### config.mk
export PLATFORM = sky130hd
export DESIGN_NAME = arst_div
export DESIGN_NICKNAME = d
export VERILOG_FILES = /design/src/rtl/arrive_steering_defines.svh /design/src/rtl/arst_pkg.sv /design/src/rtl/arst_div.sv
export SDC_FILE = /design/constraint.sdc
export NUM_CORES = 2
export LEC_CHECK = 0
export BUFFER_PORTS_ARGS = -buffer_cell sky130_fd_sc_hd__buf_2
export CAP_MARGIN = 5
export CORE_ASPECT_RATIO = 0.75
export CORE_MARGIN = 5
export CORE_UTILIZATION = 60
export DETAILED_ROUTE_END_ITERATION = 8
export PLACE_DENSITY = 0.79
export RECOVER_POWER = 25
export SYNTH_ARGS = -nofsm -noshare
export SYNTH_HDL_FRONTEND = slang
export SYNTH_SLANG_ARGS = --single-unit
### constraint.sdc
create_clock -name clock -period 8.7 [get_ports clock]
set_input_delay 1.305 -clock clock [delete_from_list [all_inputs] [get_ports clock]]
set_output_delay 1.305 -clock clock [all_outputs]
set_load 0.01 [all_outputs]
### src/rtl/arrive_steering_defines.svh
// assertion macros for the arrive steering block
// used by rtl/arrive_steering.sv, no other dependencies
`ifndef ARRIVE_STEERING_DEFINES_SVH
`define ARRIVE_STEERING_DEFINES_SVH

// same-cycle implication, disabled during reset
`define ARST_ASSERT_IMPL(label, clk, rst, ante, cons) \
   label: assert property (@(posedge clk) disable iff (rst) (ante) |-> (cons)) \
      else $error("arrive steering check failed");

// next-cycle implication, disabled during reset
`define ARST_ASSERT_NEXT(label, clk, rst, ante, cons) \
   label: assert property (@(posedge clk) disable iff (rst) (ante) |=> (cons)) \
      else $error("arrive steering check failed");

`endif

### src/rtl/arst_pkg.sv
// shared types, constants and helpers of the arrive steering block
// no dependencies
`timescale 1ns / 1ps
`default_nettype none

package arst_pkg;

   localparam int DIV_STEPS  = 31;
   localparam int DIV_DEN_W  = 32;
   localparam int DIV_NUM_W  = DIV_DEN_W + DIV_STEPS;
   localparam int ROOT_STEPS = 32;
   localparam int ROOT_RAD_W = 2 * ROOT_STEPS;
   // pipeline depth: the root and divide stages plus the registers outside them
   localparam int LATENCY    = 2 * ROOT_STEPS + 4 * DIV_STEPS + 13;

   localparam logic [30:0] MAX_ACCEL_RESET   = 31'd65536;
   localparam logic [30:0] MAX_SPEED_RESET   = 31'd65536;
   localparam logic [30:0] STOP_RADIUS_RESET = 31'd65536;
   localparam logic [30:0] SLOW_RADIUS_RESET = 31'd327680;
   localparam logic [30:0] TTT_RESET         = 31'd6554;

   localparam logic [31:0] SAT_POS = 32'h7fff_ffff;
   localparam logic [31:0] SAT_NEG = 32'h8000_0000;

   typedef enum logic [2:0] {
      CSR_MAX_ACCEL   = 3'd0,
      CSR_MAX_SPEED   = 3'd1,
      CSR_STOP_RADIUS = 3'd2,
      CSR_SLOW_RADIUS = 3'd3,
      CSR_TTT         = 3'd4
   } csr_index_type;

   typedef struct packed {
      logic             v;
      logic [2:0][31:0] off;
      logic [2:0][31:0] vel;
   } geo_type;

   typedef struct packed {
      logic             v;
      logic             arr;
      logic             gt_slow;
      logic             slow_zero;
      logic [31:0]      dist_len;
      logic [2:0][31:0] off;
      logic [2:0][31:0] vel;
   } speed_side_type;

   typedef struct packed {
      logic             v;
      logic             arr;
      logic             dist_zero;
      logic [2:0]       neg;
      logic [2:0][31:0] vel;
   } want_side_type;

   typedef struct packed {
      logic             v;
      logic             arr;
      logic [2:0][32:0] err;
   } err_stage_type;

   typedef struct packed {
      logic       v;
      logic       arr;
      logic [2:0] neg;
      logic [2:0] ovf;
   } lin_side_type;

   typedef struct packed {
      logic             v;
      logic             arr;
      logic [2:0][31:0] lin;
   } lin_stage_type;

   typedef struct packed {
      logic             v;
      logic             arr;
      logic             clamp;
      logic [2:0][31:0] lin;
   } acc_side_type;

   function automatic logic [31:0] abs32(input logic [31:0] a);
      return a[31] ? (32'd0 - a) : a;
   endfunction

   // a - b saturated to the signed 32-bit range
   function automatic logic [31:0] sat_sub(input logic [31:0] a, input logic [31:0] b);
      logic [32:0] d;
      d = {a[31], a} - {b[31], b};
      if (d[32] != d[31]) begin
         return d[32] ? SAT_NEG : SAT_POS;
      end
      return d[31:0];
   endfunction

   // apply a sign to an unsigned quotient below 2^31
   function automatic logic [31:0] signed_q(input logic [30:0] q, input logic neg);
      return neg ? (32'd0 - {1'b0, q}) : {1'b0, q};
   endfunction

endpackage

`default_nettype wire

### src/rtl/arst_div.sv
// pipelined restoring divider, one quotient bit per stage
// depends on arst_pkg; quotient must fit in DIV_STEPS bits
`timescale 1ns / 1ps
`default_nettype none

module arst_div (
   input  logic                          clock,
   input  logic [arst_pkg::DIV_NUM_W-1:0] num_in,
   input  logic [arst_pkg::DIV_DEN_W-1:0] den_in,
   output logic [arst_pkg::DIV_STEPS-1:0] quo_out
);

   logic [arst_pkg::DIV_DEN_W-1:0] rem_ff [arst_pkg::DIV_STEPS];
   logic [arst_pkg::DIV_DEN_W-1:0] rem_in [arst_pkg::DIV_STEPS];
   logic [arst_pkg::DIV_STEPS-1:0] low_ff [arst_pkg::DIV_STEPS];
   logic [arst_pkg::DIV_STEPS-1:0] low_in [arst_pkg::DIV_STEPS];
   logic [arst_pkg::DIV_DEN_W-1:0] den_ff [arst_pkg::DIV_STEPS];
   logic [arst_pkg::DIV_DEN_W-1:0] den_in_s [arst_pkg::DIV_STEPS];
   logic [arst_pkg::DIV_STEPS-1:0] quo_ff [arst_pkg::DIV_STEPS];
   logic [arst_pkg::DIV_STEPS-1:0] quo_in [arst_pkg::DIV_STEPS];

   always_comb begin
      logic [arst_pkg::DIV_DEN_W-1:0] rem;
      logic [arst_pkg::DIV_STEPS-1:0] low;
      logic [arst_pkg::DIV_DEN_W-1:0] den;
      logic [arst_pkg::DIV_STEPS-1:0] quo;
      logic [arst_pkg::DIV_DEN_W:0]   trial;
      logic [arst_pkg::DIV_DEN_W:0]   diff;
      for (int k = 0; k < arst_pkg::DIV_STEPS; k++) begin
         if (k == 0) begin
            rem = num_in[arst_pkg::DIV_NUM_W-1:arst_pkg::DIV_STEPS];
            low = num_in[arst_pkg::DIV_STEPS-1:0];
            den = den_in;
            quo = '0;
         end else begin
            rem = rem_ff[k-1];
            low = low_ff[k-1];
            den = den_ff[k-1];
            quo = quo_ff[k-1];
         end
         trial = {rem, low[arst_pkg::DIV_STEPS-1]};
         diff  = trial - {1'b0, den};
         if (trial >= {1'b0, den}) begin
            rem_in[k] = diff[arst_pkg::DIV_DEN_W-1:0];
            quo_in[k] = {quo[arst_pkg::DIV_STEPS-2:0], 1'b1};
         end else begin
            rem_in[k] = trial[arst_pkg::DIV_DEN_W-1:0];
            quo_in[k] = {quo[arst_pkg::DIV_STEPS-2:0], 1'b0};
         end
         low_in[k]   = {low[arst_pkg::DIV_STEPS-2:0], 1'b0};
         den_in_s[k] = den;
      end
   end

   always_ff @(posedge clock) begin
      rem_ff <= rem_in;
      low_ff <= low_in;
      den_ff <= den_in_s;
      quo_ff <= quo_in;
   end

   assign quo_out = quo_ff[arst_pkg::DIV_STEPS-1];

endmodule

`default_nettype wire

* Yosys cells after proc, flatten, opt, wreduce, memory -nomap -nowiden
Cells that the tools add are included. W data, S select, Z words.
Operators by class: add/sub/neg operators 30, magnitude comparators 31, mux-type cells 61
Operators by type and width (count):
- $ge A33 B32 Y1 | 31
- $mux W32 | 30
- $sub A32 B32 Y32 | 30
- $mux W1 | 31
Word-level totals: flip-flop bits (word level) 2881, input port bits 96, output and inout bits 31

* Depth between registers and ports, before layout
depth after elaboration 2, depth in mapped cells 15, depth with buffers taken out 13

* Worst setup path after synthesis
Ideal clock, no wire load.
path kind input to register, start in num_in[30] in the netlist's numbering, end reg rem_ff[986] in the netlist's numbering, library setup time 141 ps, arrival time 3861 ps, data required time 8559 ps, slack 4698 ps, stages 13, buffers on the path 0, path through inv_1 -> ha_1 -> fa_1 -> nand2b_1 -> a21boi_0 -> o211ai_1 -> a2111oi_0 -> o2111ai_1 -> a21oi_1 -> o21bai_1 -> a21oi_1 -> mux2i_1 -> o311ai_0
RTL lines:
- from (decl) | RTL line arst_div.sv:8 | input logic [arst_pkg::DIV_NUM_W-1:0] num_in,
- to (signal assigned) | RTL line arst_div.sv:56 | rem_ff <= rem_in;
- to (decl) | RTL line arst_div.sv:13 | logic [arst_pkg::DIV_DEN_W-1:0] rem_ff [arst_pkg::DIV_STEPS];

==> impl_metrics.json <==
{
  "status": "finished clean",
  "core_sq_um": 202000,
  "first_global_vias": 86200,
  "synth_flop_cell": "dfxtp_1",
  "tns_ps": 0,
  "clock_path_buffers": 4,
  "arrival_ps": 5240,
  "post_drt_wl_per_cell_um": 19.0,
  "cp-end-kind": "register",
  "grt_pass1_wl_um": 465000,
  "syn2layout_area_growth_pct": 10.3,
  "fin_cells": 15600,
  "grt-ovfl-total": 0,
  "drive_gt1_share_pct": 8.66,
  "die_area_sq_um": 212000,
  "yosys_register_bits": 2881,
  "cts_buffers": 276,
  "finalSetupViolations": 0,
  "seq_power_share_pct": 32.6,
  "ctsResizeCount": 0,
  "post-dp-hpwl_um": 226000,
  "synth_area_leaders": "dfxtp_1 47%, ha_1 10%, inv_1 3.8%",
  "fp.dieW_um": 530,
  "rsz0062_at_grt": "false",
  "dp_cells": 15100,
  "async_flop_share_pct": 0,
  "hold_slack_ps": 268,
  "cp_slowest_cell": "nand4_2",
  "utilization_pct": 66.4,
  "timing.final.crit_period_ps": 4560,
  "path_clk_slew_ps": 70,
  "fin_area_sq_um": 134000,
  "slew_headroom_pct": 16.1,
  "hold_buffers": 0,
  "min_period_over_period_pct": 52.4,
  "place_area_sq_um": 124000,
  "via_count": 88900,
  "grt.total_usage_pct": 27.1,
  "synth_edf_count": 0,
  "cts_tree": "yes",
  "start_util_pct": 60.2,
  "syn_area_per_cell_sq_um": 9.67,
  "drt_wl_total_um": 296000,
  "drc_errors": 0,
  "netlist_area_sq_um": 122000,
  "crit_path_max_fanout": 33,
  "whs_path_depth": 0,
  "clkPwrFrac_pct": 20.8,
  "critPathMaxStageDelay_ps": 910,
  "insertion_delay_ps": 860,
  "pin_count": 127,
  "gp_congestion": 0.942,
  "worstMarginPinSlew_ps": 1260,
  "postSynthCellCount": 12600,
  "p_int_w": 0.0371,
  "netlist_top_cells_count": "2881 x dfxtp_1, 1244 x inv_1, 992 x ha_1",
  "reg2reg_depth": 12,
  "yosys_warnings": 0,
  "syn_nets": 13700,
  "cp_cell_sequence": "inv_1 > ha_1 > a21oi_1 > o2111ai_1 > a211oi_1 > nor2_1 > a31oi_1 > o211ai_1 > and2_1 > o2111ai_1 > nand4_2 > mux2_2",
  "synth_most_common_cell": "dfxtp_1",
  "critical_path_class": "register to register",
  "rows": 143,
  "root_buffer": "clkbuf_16",
  "grt_max_degree": 66,
  "dieHeight_um": 400,
  "drt_iter0_drc": 7839,
  "worst-path-stages": 12,
  "synth.distinct_cells": 104,
  "clock.fmax_mhz": 219,
  "cp-start-kind": "register",
  "antenna_found_initial": 3,
  "hold_path_class": "register to register",
  "ant_nets": 0,
  "htreeDepth": 5,
  "cts_setup_buffers": 0,
  "crit_family": "compound AO/OA/AOI/OAI gates",
  "final-hold-violation-count": 0,
  "cpMostUsedCell": "o2111ai_1",
  "swShare_pct": 38.9,
  "yosys.area.top_type": "dfxtp_1",
  "p_leak_nw": 62.3,
  "max-vdd-ir-drop_mv": 0.346,
  "cts.sinks": 2881,
  "p_sw_w": 0.0236,
  "slew_violations": 0,
  "avgViaCountPerCell": 5.70,
  "yosysSeqAreaShare_pct": 47.4,
  "port_buffers": 126,
  "critPathBufInv": 1,
  "final_nets": 13800,
  "powerDensity_nw_per_um2": 453,
  "combPwrFrac_pct": 46.7,
  "synth_top_area_share_pct": 47.4,
  "drtPass1Iterations": 6,
  "cp.required_ps": 9380,
  "fin_skew_ps": 69.2,
  "fillers": 15700,
  "drv_cap": 0
}
==> state kept, by name, summed over array words and instances, names as in the netlist <==
| register | flops |
|---|---|
| low_ff | 465 |
| den_ff | 960 |
| rem_ff | 960 |
| quo_ff | 465 |
| quo_out | 31 |
==> cell usage in the layout, fill, tap and decap left out, drive strengths merged, types with 116 or more instances in the layout <==
cell type	instances
nor3	136
a31oi	116
inv	1255
dfxtp	2881
a21oi	922
ha	992
mux2	408
xnor2	467
nand2b	137
buf	150
nand2	932
nand4	151
xor2	319
nor2	618
a21o	520
clkbuf	369
o21a	139
o21ai	834
nand3	203
nor2b	130
==> area by class of cell <==
| cell class | count | area, sq um | share of cell area [%] |
|---|---|---|---|
| Sequential cell | 2881 | 57700 | 43.0 |
| Tap cell | 2682 | 3360 | 2.50 |
| Timing Repair Buffer | 150 | 811 | 0.605 |
| Multi-Input combinational cell | 8131 | 57900 | 43.2 |
| Clock inverter | 118 | 1780 | 1.33 |
| Inverter | 1244 | 4670 | 3.48 |
| Clock buffer | 369 | 7890 | 5.88 |
| Antenna cell | 2 | 5.00 | 0.00373 |
==> power by group through the flow <==
stage | sequential (W) | clock, W | combinational [W]
5_1_grt | 0.0201 | 0.0134 | 0.0313
3_3_place_gp | 0.0200 | 0 | 0.0269
2_1_floorplan | 0.0188 | 0 | 0.0220
4_1_cts | 0.0198 | 0.0129 | 0.0279
6_report | 0.0198 | 0.0126 | 0.0284
3_5_place_dp | 0.0200 | 0 | 0.0276
==> layer usage <==
metal | routed length [um] | global-route usage [%]
met5 | 27 | 0
met4 | 8910 | 8.29
met3 | 20300 | 4.46
met1 | 133000 | 36.9
met2 | 134000 | 44.4
==> worst paths after layout <==
kind | startpoint | end | slack (ps)
worst max-delay path | den_ff[972] | rem_ff[934] | 4140
worst min-delay path | quo_ff[838] | quo_ff[808] | 270
worst max register to register | den_ff[972] | rem_ff[934] | 4140
worst min register to register | quo_ff[838] | quo_ff[808] | 270
==> kinds of logic (layout without fill, tap and decap cells) <==
family | after synthesis | after routing | synth area share (%)
buffers and inverters | 1566 | 1881 | 5.10
xor gates and xnor gates | 786 | 786 | 5.66
other | 0 | 2 | 0
DFF | 2881 | 2881 | 47.4
and+or+nand+nor | 2648 | 2648 | 10.3
muxes | 458 | 458 | 4.19
adders and majority gates | 1022 | 1022 | 10.7
AOI/OAI and AO/OA | 3217 | 3217 | 16.6
==> per-stage QoR <==
stage	worst slack, ps	total power (W)
4_1_cts	4280	0.0606
6_report	4140	0.0608
5_1_grt	3860	0.0648
3_5_place_dp	3890	0.0476
2_1_floorplan	4700	0.0408
3_3_place_gp	3850	0.0469
Power figures use the tool's default switching activity.
