### config.mk
export PLATFORM = sky130hd
export DESIGN_NAME = arst_sqrt
export DESIGN_NICKNAME = d
export VERILOG_FILES = /design/src/rtl/arrive_steering_defines.svh /design/src/rtl/arst_pkg.sv /design/src/rtl/arst_sqrt.sv
export SDC_FILE = /design/constraint.sdc
export NUM_CORES = 2
export LEC_CHECK = 0
export BUFFER_PORTS_ARGS = -buffer_cell sky130_fd_sc_hd__buf_4
export CORE_ASPECT_RATIO = 1.75
export CORE_UTILIZATION = 23
export CTS_CLUSTER_SIZE = 30
export DETAILED_ROUTE_END_ITERATION = 8
export GPL_ROUTABILITY_DRIVEN = 0
export MAX_ROUTING_LAYER = met4
export PLACE_DENSITY = 0.46
export SLEW_MARGIN = 20
export SYNTH_ARGS = -nofsm -noshare
export SYNTH_HDL_FRONTEND = slang
export SYNTH_SLANG_ARGS = --single-unit
### constraint.sdc
create_clock -name clock -period 10.47 [get_ports clock]
set_clock_uncertainty 0.15 [all_clocks]
set_input_delay 0 -clock clock [delete_from_list [all_inputs] [get_ports clock]]
set_output_delay 0 -clock clock [all_outputs]
set_load 0.1 [all_outputs]
### src/rtl/arrive_steering_defines.svh
// assertion macros for the arrive steering block
// used by rtl/arrive_steering.sv, no other dependencies
`ifndef ARRIVE_STEERING_DEFINES_SVH
`define ARRIVE_STEERING_DEFINES_SVH

// same-cycle implication, disabled during reset
`define ARST_ASSERT_IMPL(label, clk, rst, ante, cons) \
   label: assert property (@(posedge clk) disable iff (rst) (ante) |-> (cons)) \
      else $error("arrive steering check failed");

// next-cycle implication, disabled during reset
`define ARST_ASSERT_NEXT(label, clk, rst, ante, cons) \
   label: assert property (@(posedge clk) disable iff (rst) (ante) |=> (cons)) \
      else $error("arrive steering check failed");

`endif

### src/rtl/arst_pkg.sv
// shared types, constants and helpers of the arrive steering block
// no dependencies
`timescale 1ns / 1ps
`default_nettype none

package arst_pkg;

   localparam int DIV_STEPS  = 31;
   localparam int DIV_DEN_W  = 32;
   localparam int DIV_NUM_W  = DIV_DEN_W + DIV_STEPS;
   localparam int ROOT_STEPS = 32;
   localparam int ROOT_RAD_W = 2 * ROOT_STEPS;
   // pipeline depth: the root and divide stages plus the registers outside them
   localparam int LATENCY    = 2 * ROOT_STEPS + 4 * DIV_STEPS + 13;

   localparam logic [30:0] MAX_ACCEL_RESET   = 31'd65536;
   localparam logic [30:0] MAX_SPEED_RESET   = 31'd65536;
   localparam logic [30:0] STOP_RADIUS_RESET = 31'd65536;
   localparam logic [30:0] SLOW_RADIUS_RESET = 31'd327680;
   localparam logic [30:0] TTT_RESET         = 31'd6554;

   localparam logic [31:0] SAT_POS = 32'h7fff_ffff;
   localparam logic [31:0] SAT_NEG = 32'h8000_0000;

   typedef enum logic [2:0] {
      CSR_MAX_ACCEL   = 3'd0,
      CSR_MAX_SPEED   = 3'd1,
      CSR_STOP_RADIUS = 3'd2,
      CSR_SLOW_RADIUS = 3'd3,
      CSR_TTT         = 3'd4
   } csr_index_type;

   typedef struct packed {
      logic             v;
      logic [2:0][31:0] off;
      logic [2:0][31:0] vel;
   } geo_type;

   typedef struct packed {
      logic             v;
      logic             arr;
      logic             gt_slow;
      logic             slow_zero;
      logic [31:0]      dist_len;
      logic [2:0][31:0] off;
      logic [2:0][31:0] vel;
   } speed_side_type;

   typedef struct packed {
      logic             v;
      logic             arr;
      logic             dist_zero;
      logic [2:0]       neg;
      logic [2:0][31:0] vel;
   } want_side_type;

   typedef struct packed {
      logic             v;
      logic             arr;
      logic [2:0][32:0] err;
   } err_stage_type;

   typedef struct packed {
      logic       v;
      logic       arr;
      logic [2:0] neg;
      logic [2:0] ovf;
   } lin_side_type;

   typedef struct packed {
      logic             v;
      logic             arr;
      logic [2:0][31:0] lin;
   } lin_stage_type;

   typedef struct packed {
      logic             v;
      logic             arr;
      logic             clamp;
      logic [2:0][31:0] lin;
   } acc_side_type;

   function automatic logic [31:0] abs32(input logic [31:0] a);
      return a[31] ? (32'd0 - a) : a;
   endfunction

   // a - b saturated to the signed 32-bit range
   function automatic logic [31:0] sat_sub(input logic [31:0] a, input logic [31:0] b);
      logic [32:0] d;
      d = {a[31], a} - {b[31], b};
      if (d[32] != d[31]) begin
         return d[32] ? SAT_NEG : SAT_POS;
      end
      return d[31:0];
   endfunction

   // apply a sign to an unsigned quotient below 2^31
   function automatic logic [31:0] signed_q(input logic [30:0] q, input logic neg);
      return neg ? (32'd0 - {1'b0, q}) : {1'b0, q};
   endfunction

endpackage

`default_nettype wire

### src/rtl/arst_sqrt.sv
// pipelined integer square root, one root bit per stage
// depends on arst_pkg
`timescale 1ns / 1ps
`default_nettype none

module arst_sqrt (
   input  logic                           clock,
   input  logic [arst_pkg::ROOT_RAD_W-1:0] rad_in,
   output logic [arst_pkg::ROOT_STEPS-1:0] root_out
);

   localparam int REM_W = arst_pkg::ROOT_STEPS + 2;

   logic [REM_W-1:0]                rem_ff  [arst_pkg::ROOT_STEPS];
   logic [REM_W-1:0]                rem_in  [arst_pkg::ROOT_STEPS];
   logic [arst_pkg::ROOT_RAD_W-1:0] low_ff  [arst_pkg::ROOT_STEPS];
   logic [arst_pkg::ROOT_RAD_W-1:0] low_in  [arst_pkg::ROOT_STEPS];
   logic [arst_pkg::ROOT_STEPS-1:0] root_ff [arst_pkg::ROOT_STEPS];
   logic [arst_pkg::ROOT_STEPS-1:0] root_in [arst_pkg::ROOT_STEPS];

   always_comb begin
      logic [REM_W-1:0]                rem;
      logic [arst_pkg::ROOT_RAD_W-1:0] low;
      logic [arst_pkg::ROOT_STEPS-1:0] root;
      logic [REM_W+1:0]                shifted;
      logic [REM_W+1:0]                trial;
      logic [REM_W+1:0]                diff;
      for (int k = 0; k < arst_pkg::ROOT_STEPS; k++) begin
         if (k == 0) begin
            rem  = '0;
            low  = rad_in;
            root = '0;
         end else begin
            rem  = rem_ff[k-1];
            low  = low_ff[k-1];
            root = root_ff[k-1];
         end
         shifted = {rem, low[arst_pkg::ROOT_RAD_W-1:arst_pkg::ROOT_RAD_W-2]};
         trial   = {2'b00, root, 2'b01};
         diff    = shifted - trial;
         if (shifted >= trial) begin
            rem_in[k]  = diff[REM_W-1:0];
            root_in[k] = {root[arst_pkg::ROOT_STEPS-2:0], 1'b1};
         end else begin
            rem_in[k]  = shifted[REM_W-1:0];
            root_in[k] = {root[arst_pkg::ROOT_STEPS-2:0], 1'b0};
         end
         low_in[k] = {low[arst_pkg::ROOT_RAD_W-3:0], 2'b00};
      end
   end

   always_ff @(posedge clock) begin
      rem_ff  <= rem_in;
      low_ff  <= low_in;
      root_ff <= root_in;
   end

   assign root_out = root_ff[arst_pkg::ROOT_STEPS-1];

endmodule

`default_nettype wire

# ---- Word-level counts from Yosys, hierarchy flattened
# Cells that the tools add are included.
dict set report word_totals {
  mem_count 0
  romBits 0
  mem_bits_rw 0
  out_inout_bits 32
  reg_bits 2543
  latchBits 0
}
dict set report classes {
  n_reduce_logical 0
  n_eq_ne 0
  multipliers 0
  n_lt_le_gt_ge 32
  n_mux 63
  div_mod_pow 0
  add_sub_neg 31
  n_shift 0
  bitwise_logic 0
}
# op n
set op_table {}
lappend op_table {{$mux 34} 30}
lappend op_table {{$ge 36x10->1} 1}
lappend op_table {{$ge 36x11->1} 1}
lappend op_table {{$ge 36x12->1} 1}
lappend op_table {{$ge 36x13->1} 1}
lappend op_table {{$ge 36x14->1} 1}
lappend op_table {{$ge 36x15->1} 1}
lappend op_table {{$ge 36x16->1} 1}
lappend op_table {{$ge 36x17->1} 1}
lappend op_table {{$ge 36x18->1} 1}
lappend op_table {{$ge 36x19->1} 1}
lappend op_table {{$ge 36x20->1} 1}
lappend op_table {{$ge 36x21->1} 1}
lappend op_table {{$ge 36x22->1} 1}
lappend op_table {{$ge 36x23->1} 1}
lappend op_table {{$ge 36x24->1} 1}
lappend op_table {{$ge 36x25->1} 1}
lappend op_table {{$ge 36x26->1} 1}
lappend op_table {{$ge 36x27->1} 1}
lappend op_table {{$ge 36x28->1} 1}
lappend op_table {{$ge 36x29->1} 1}
lappend op_table {{$ge 36x3->1} 1}
lappend op_table {{$ge 36x30->1} 1}
lappend op_table {{$ge 36x31->1} 1}
lappend op_table {{other kinds (42)} 73}

# ---- Depth between registers and ports, before layout
dict set report logic_depth {
  word_depth 2
  ltp_mapped 15
  depth_no_buf 14
}

# ---- Least setup slack after synthesis
# No wires, ideal clock.
dict set report synth_path {
  kind {register to register}
  start {register root_ff[611] (netlist name)}
  end {register rem_ff[643] (netlist name)}
  period_less_slack_ns 3.323
  stages_incl_launch_ff 14
  path_buffers 1
  path_slack_ns 7.147
  t_required_ns 10.186
  arrival_time_ns 3.039
  path_cell_list {dfxtp_1 -> inv_1 -> ha_1 -> a21o_1 -> a21o_1 -> nor3_1 -> a21oi_1 -> a221o_1 -> a2111oi_0 -> o21ai_0 -> or4_1 -> buf_2 -> nor4_1 -> xor2_1}
}
# element line
set synth_rtl {}
lappend synth_rtl {{from (decl)} arst_sqrt.sv:18} ;# logic [arst_pkg::ROOT_STEPS-1:0] root_ff [arst_pkg::ROOT_STEPS];
lappend synth_rtl {{from (signal assigned)} arst_sqrt.sv:55} ;# root_ff <= root_in;
lappend synth_rtl {{to (signal assigned)} arst_sqrt.sv:53} ;# rem_ff <= rem_in;
lappend synth_rtl {{to (decl)} arst_sqrt.sv:14} ;# logic [REM_W-1:0] rem_ff [arst_pkg::ROOT_STEPS];

==> impl_results.md <==
* Post-DR wirelength/cell at 14.1 microns
* EDFF count, synth at 0
* GR Overflow Total at 0
* Critical-path maximum fanout at 48
* Sequential-to-total area share from yosys stat at 55.0%
* Period Utilization, post-route at 43.4%
* Final hold violation count at 0
* Post-Synth Adder-Cell Area at 7.73%
* Max_cap viols at 0
* Resize count post-CTS at 0
* Total core area at 395,000 sq um
* Reg-to-reg startpoint: root_ff[320]$_DFF_P_
* Synth-to-layout area growth at 18.4%
* Largest net degree at the start of global routing at 63
* Worst setup path class: flip-flop to flip-flop
* CTS H-tree depth at 4
* Max Freq at 0.220 GHz
* Placed insts at 14,100
* Endpoint, Worst Hold: low_ff[2045]$_DFF_P_
* Clk Tree Root Cell: clkbuf_16
* Total GRT Usage at 10.4%
* Worst reg-to-reg setup slack at 5.93 ns
* Reg-to-Reg End: rem_ff[338]$_DFF_P_
* Die Y at 836 microns
* Setup tns final at 0 ns
* First-pass GRT wire length at 322,000 microns
* Fraction of layout cells with a size suffix above 1 at 7.38%
* WHS Path Cells at 3
* Count of clock tree sinks at roughly 2,500
* Multiplexer share of the synthesized area at 1.09%
* Req. time, crit path at 11.07 ns
* Synth Cell Area at 91,400 sq um
* PD cells at 234 nW/um^2
* CP Capture Type: flip-flop
* Hold/Removal Path Class: input pin to flip-flop
* TritonRoute pass-1 iters at 5
* Final ANT Viol Nets at 0
* Fill count at 41,500
* Simple-Gate Fraction of Synth Area at 12.4%
* Die Wd at 479 microns
* Worst-skew pair later-pin latency at about 0.95 ns
* Max Buffers Root-to-Sink at 4
* Post-Synth XOR/XNOR Area at 7.88%
* Syn_nets at 9,589
* Die Area at 400,000 sq um
* Startpoint Class: flip-flop
* Initial antenna violation count at 5
* Worst Path Arrival at about 5.1 ns
* Worst r2r path cells at 13
* Hold Startpoint: rad_in[59]
* Ports at 97
* Leakage at 49.3 nW
* Fin cells at 14,700
* Synth Area in Compound Gates at around an eighth
* Synthesis-stage register bit count at 2,509
* Status: complete, no violations
* Net count, final at between 9,000 and 10,000
* DP HPWL at 162,000 microns
* Max transition margin at 26.9%
* Distinct cells, synth at 95
* Final Max Tran Viols at 0
* Vias per Instance at 4.10
* Period minus WS final at 4.54 ns
* Peak supply drop at approximately 0.15 mV
* # DRC at 0
* Setup-failing EPs final at 0
* Initial drt markers at roughly 1,900
* Worst-path clk slew at about 0.060 ns
* Worst Max-Slew Pin Slew at 1.09 ns
* Initial Util at a little under a quarter
* Total power at 25.3 mW
* Yosys warns at 0
* Avg Inst Size Synth at 10.2 sq um
* Vias in the first global route at 62,500
* TritonCTS clock tree: yes
* Detailed Route WL at 207,000 microns
* Via count at 60,300
* Main combinational cell family by area after synthesis: simple AND/OR/NAND/NOR gates
* TritonCTS Buffers at 248
* Fraction of registers with async set or reset after synthesis at 0%
* Top FF cell, synth: dfxtp_1
* # port buffers at 96
* Site row count at a little over 300
* RSZ-0062 raised after global routing: false
* Synth Instances at about 9,000
## sequential cells by signal, summed over array words and instances, names as in the netlist
signal	count
rem_ff	989
root_ff	496
root_out	32
low_ff	992
## worst max-delay path, cell delays in order (launching register included)
cell and delay (ns):
dfxtp_1 0.33, inv_1 0.05, ha_1 0.33, nor2b_1 0.17, o311ai_0 0.63, a31oi_1 0.31
a211o_1 0.38, and3_1 0.24, a21o_1 0.28, a31oi_4 0.19, buf_4 0.42, inv_1 0.42
nand4_1 0.26, xnor2_1 0.13
## stage by stage
step                cell area [sq um]  hold WS, ns  util (%)  worst slack, ns
floorplan                       91400       -0.122         -             7.15
global placement                98200      -0.0455      24.9             6.01
detailed placement              98200      -0.0446      24.9             5.99
CTS                            108000      0.00198      27.4             5.86
global route                   108000       0.0465      27.4             5.79
finish                         108000        0.109      27.4             5.93
## timing repair
item / in CTS / in global routing
endpoints found under the hold margin: 65 / 0
buffers inserted: 0 / 0
endpoints found under the setup margin: 0 / 0
hold buffers: 147 / 0
## synth_stat cells (143+ instances only)
cell type	number	area share, %
a21oi_1	550	3.0
dfxtp_1	2509	55
nor2_1	560	2.3
o21ai_0	450	2.5
nand2_1	586	2.4
xor2_1	389	3.7
nor3_1	222	1.2
inv_1	710	2.9
xnor2_1	433	4.1
ha_1	565	7.7
a21o_1	260	2.1
nand3_1	143	0.78
## layout by cell type (no fill, tap or decap), drive strengths merged, types with 143 or more instances in the layout
master       instances
a21o               260
a21oi              550
clkbuf             335
dfxtp             2509
dlygate4sd3        147
ha                 565
inv                720
nand2              587
nand3              143
nor2               560
nor3               224
o21ai              455
xnor2              433
xor2               389
## layout make-up
type	instances	area [sq um]	share of cell area [%]
sequential	2509	50200	46.4
multi-input combinational	5538	37700	34.9
clock buffer	335	6990	6.47
tap	5219	6530	6.04
inverter	713	2680	2.47
timing repair buffer	286	2510	2.32
clock inverter	119	1510	1.40
antenna	7	17.5	0.0162
## worst max path at each step
| stage | slack [ns] | to | startpoint | depth (start not counted) |
|---|---|---|---|---|
| final | 5.93 | rem_ff[338]$_DFF_P_ | root_ff[320]$_DFF_P_ | 13 |
| after global routing | 5.79 | rem_ff[338]$_DFF_P_ | root_ff[320]$_DFF_P_ | 13 |
| after CTS | 5.86 | rem_ff[338]$_DFF_P_ | root_ff[320]$_DFF_P_ | 13 |
| after detailed placement | 5.99 | rem_ff[338]$_DFF_P_ | root_ff[320]$_DFF_P_ | 13 |
| after global placement | 6.01 | rem_ff[338]$_DFF_P_ | root_ff[320]$_DFF_P_ | 13 |
| after floorplan | 7.15 | rem_ff[643]$_DFF_P_ | root_ff[611]$_DFF_P_ | 13 |
## per-layer routing
| metal | vias up | part of all wire, % | global-route usage, % |
|---|---|---|---|
| met2 | 865 | 59 | 21.9 |
| met5 | - | 0 | - |
| li1 | 31200 | - | - |
| met1 | 27600 | 31 | 7.72 |
| met3 | 611 | 2.9 | 1.48 |
| met4 | 0 | 6.9 | 6.65 |
## kinds of logic (layout without fill, tap and decap cells)
family / after synthesis / after routing
flops: 2509 / 2509
simple gates: 2290 / 2290
compound gates: 1770 / 1770
buf+inv: 912 / 1453
xor+xnor: 822 / 822
fa+ha+maj: 565 / 565
mux: 90 / 90
other cells: 1 / 8
## report_power, final
group	switching, mW	internal (mW)	total, mW
Sequential	1.11	11.1	12.2
Combinational	2.13	1.78	3.91
Clock	3.79	5.40	9.18
Total	7.03	18.3	25.3
No activity file was read; power rests on OpenSTA's default activity.
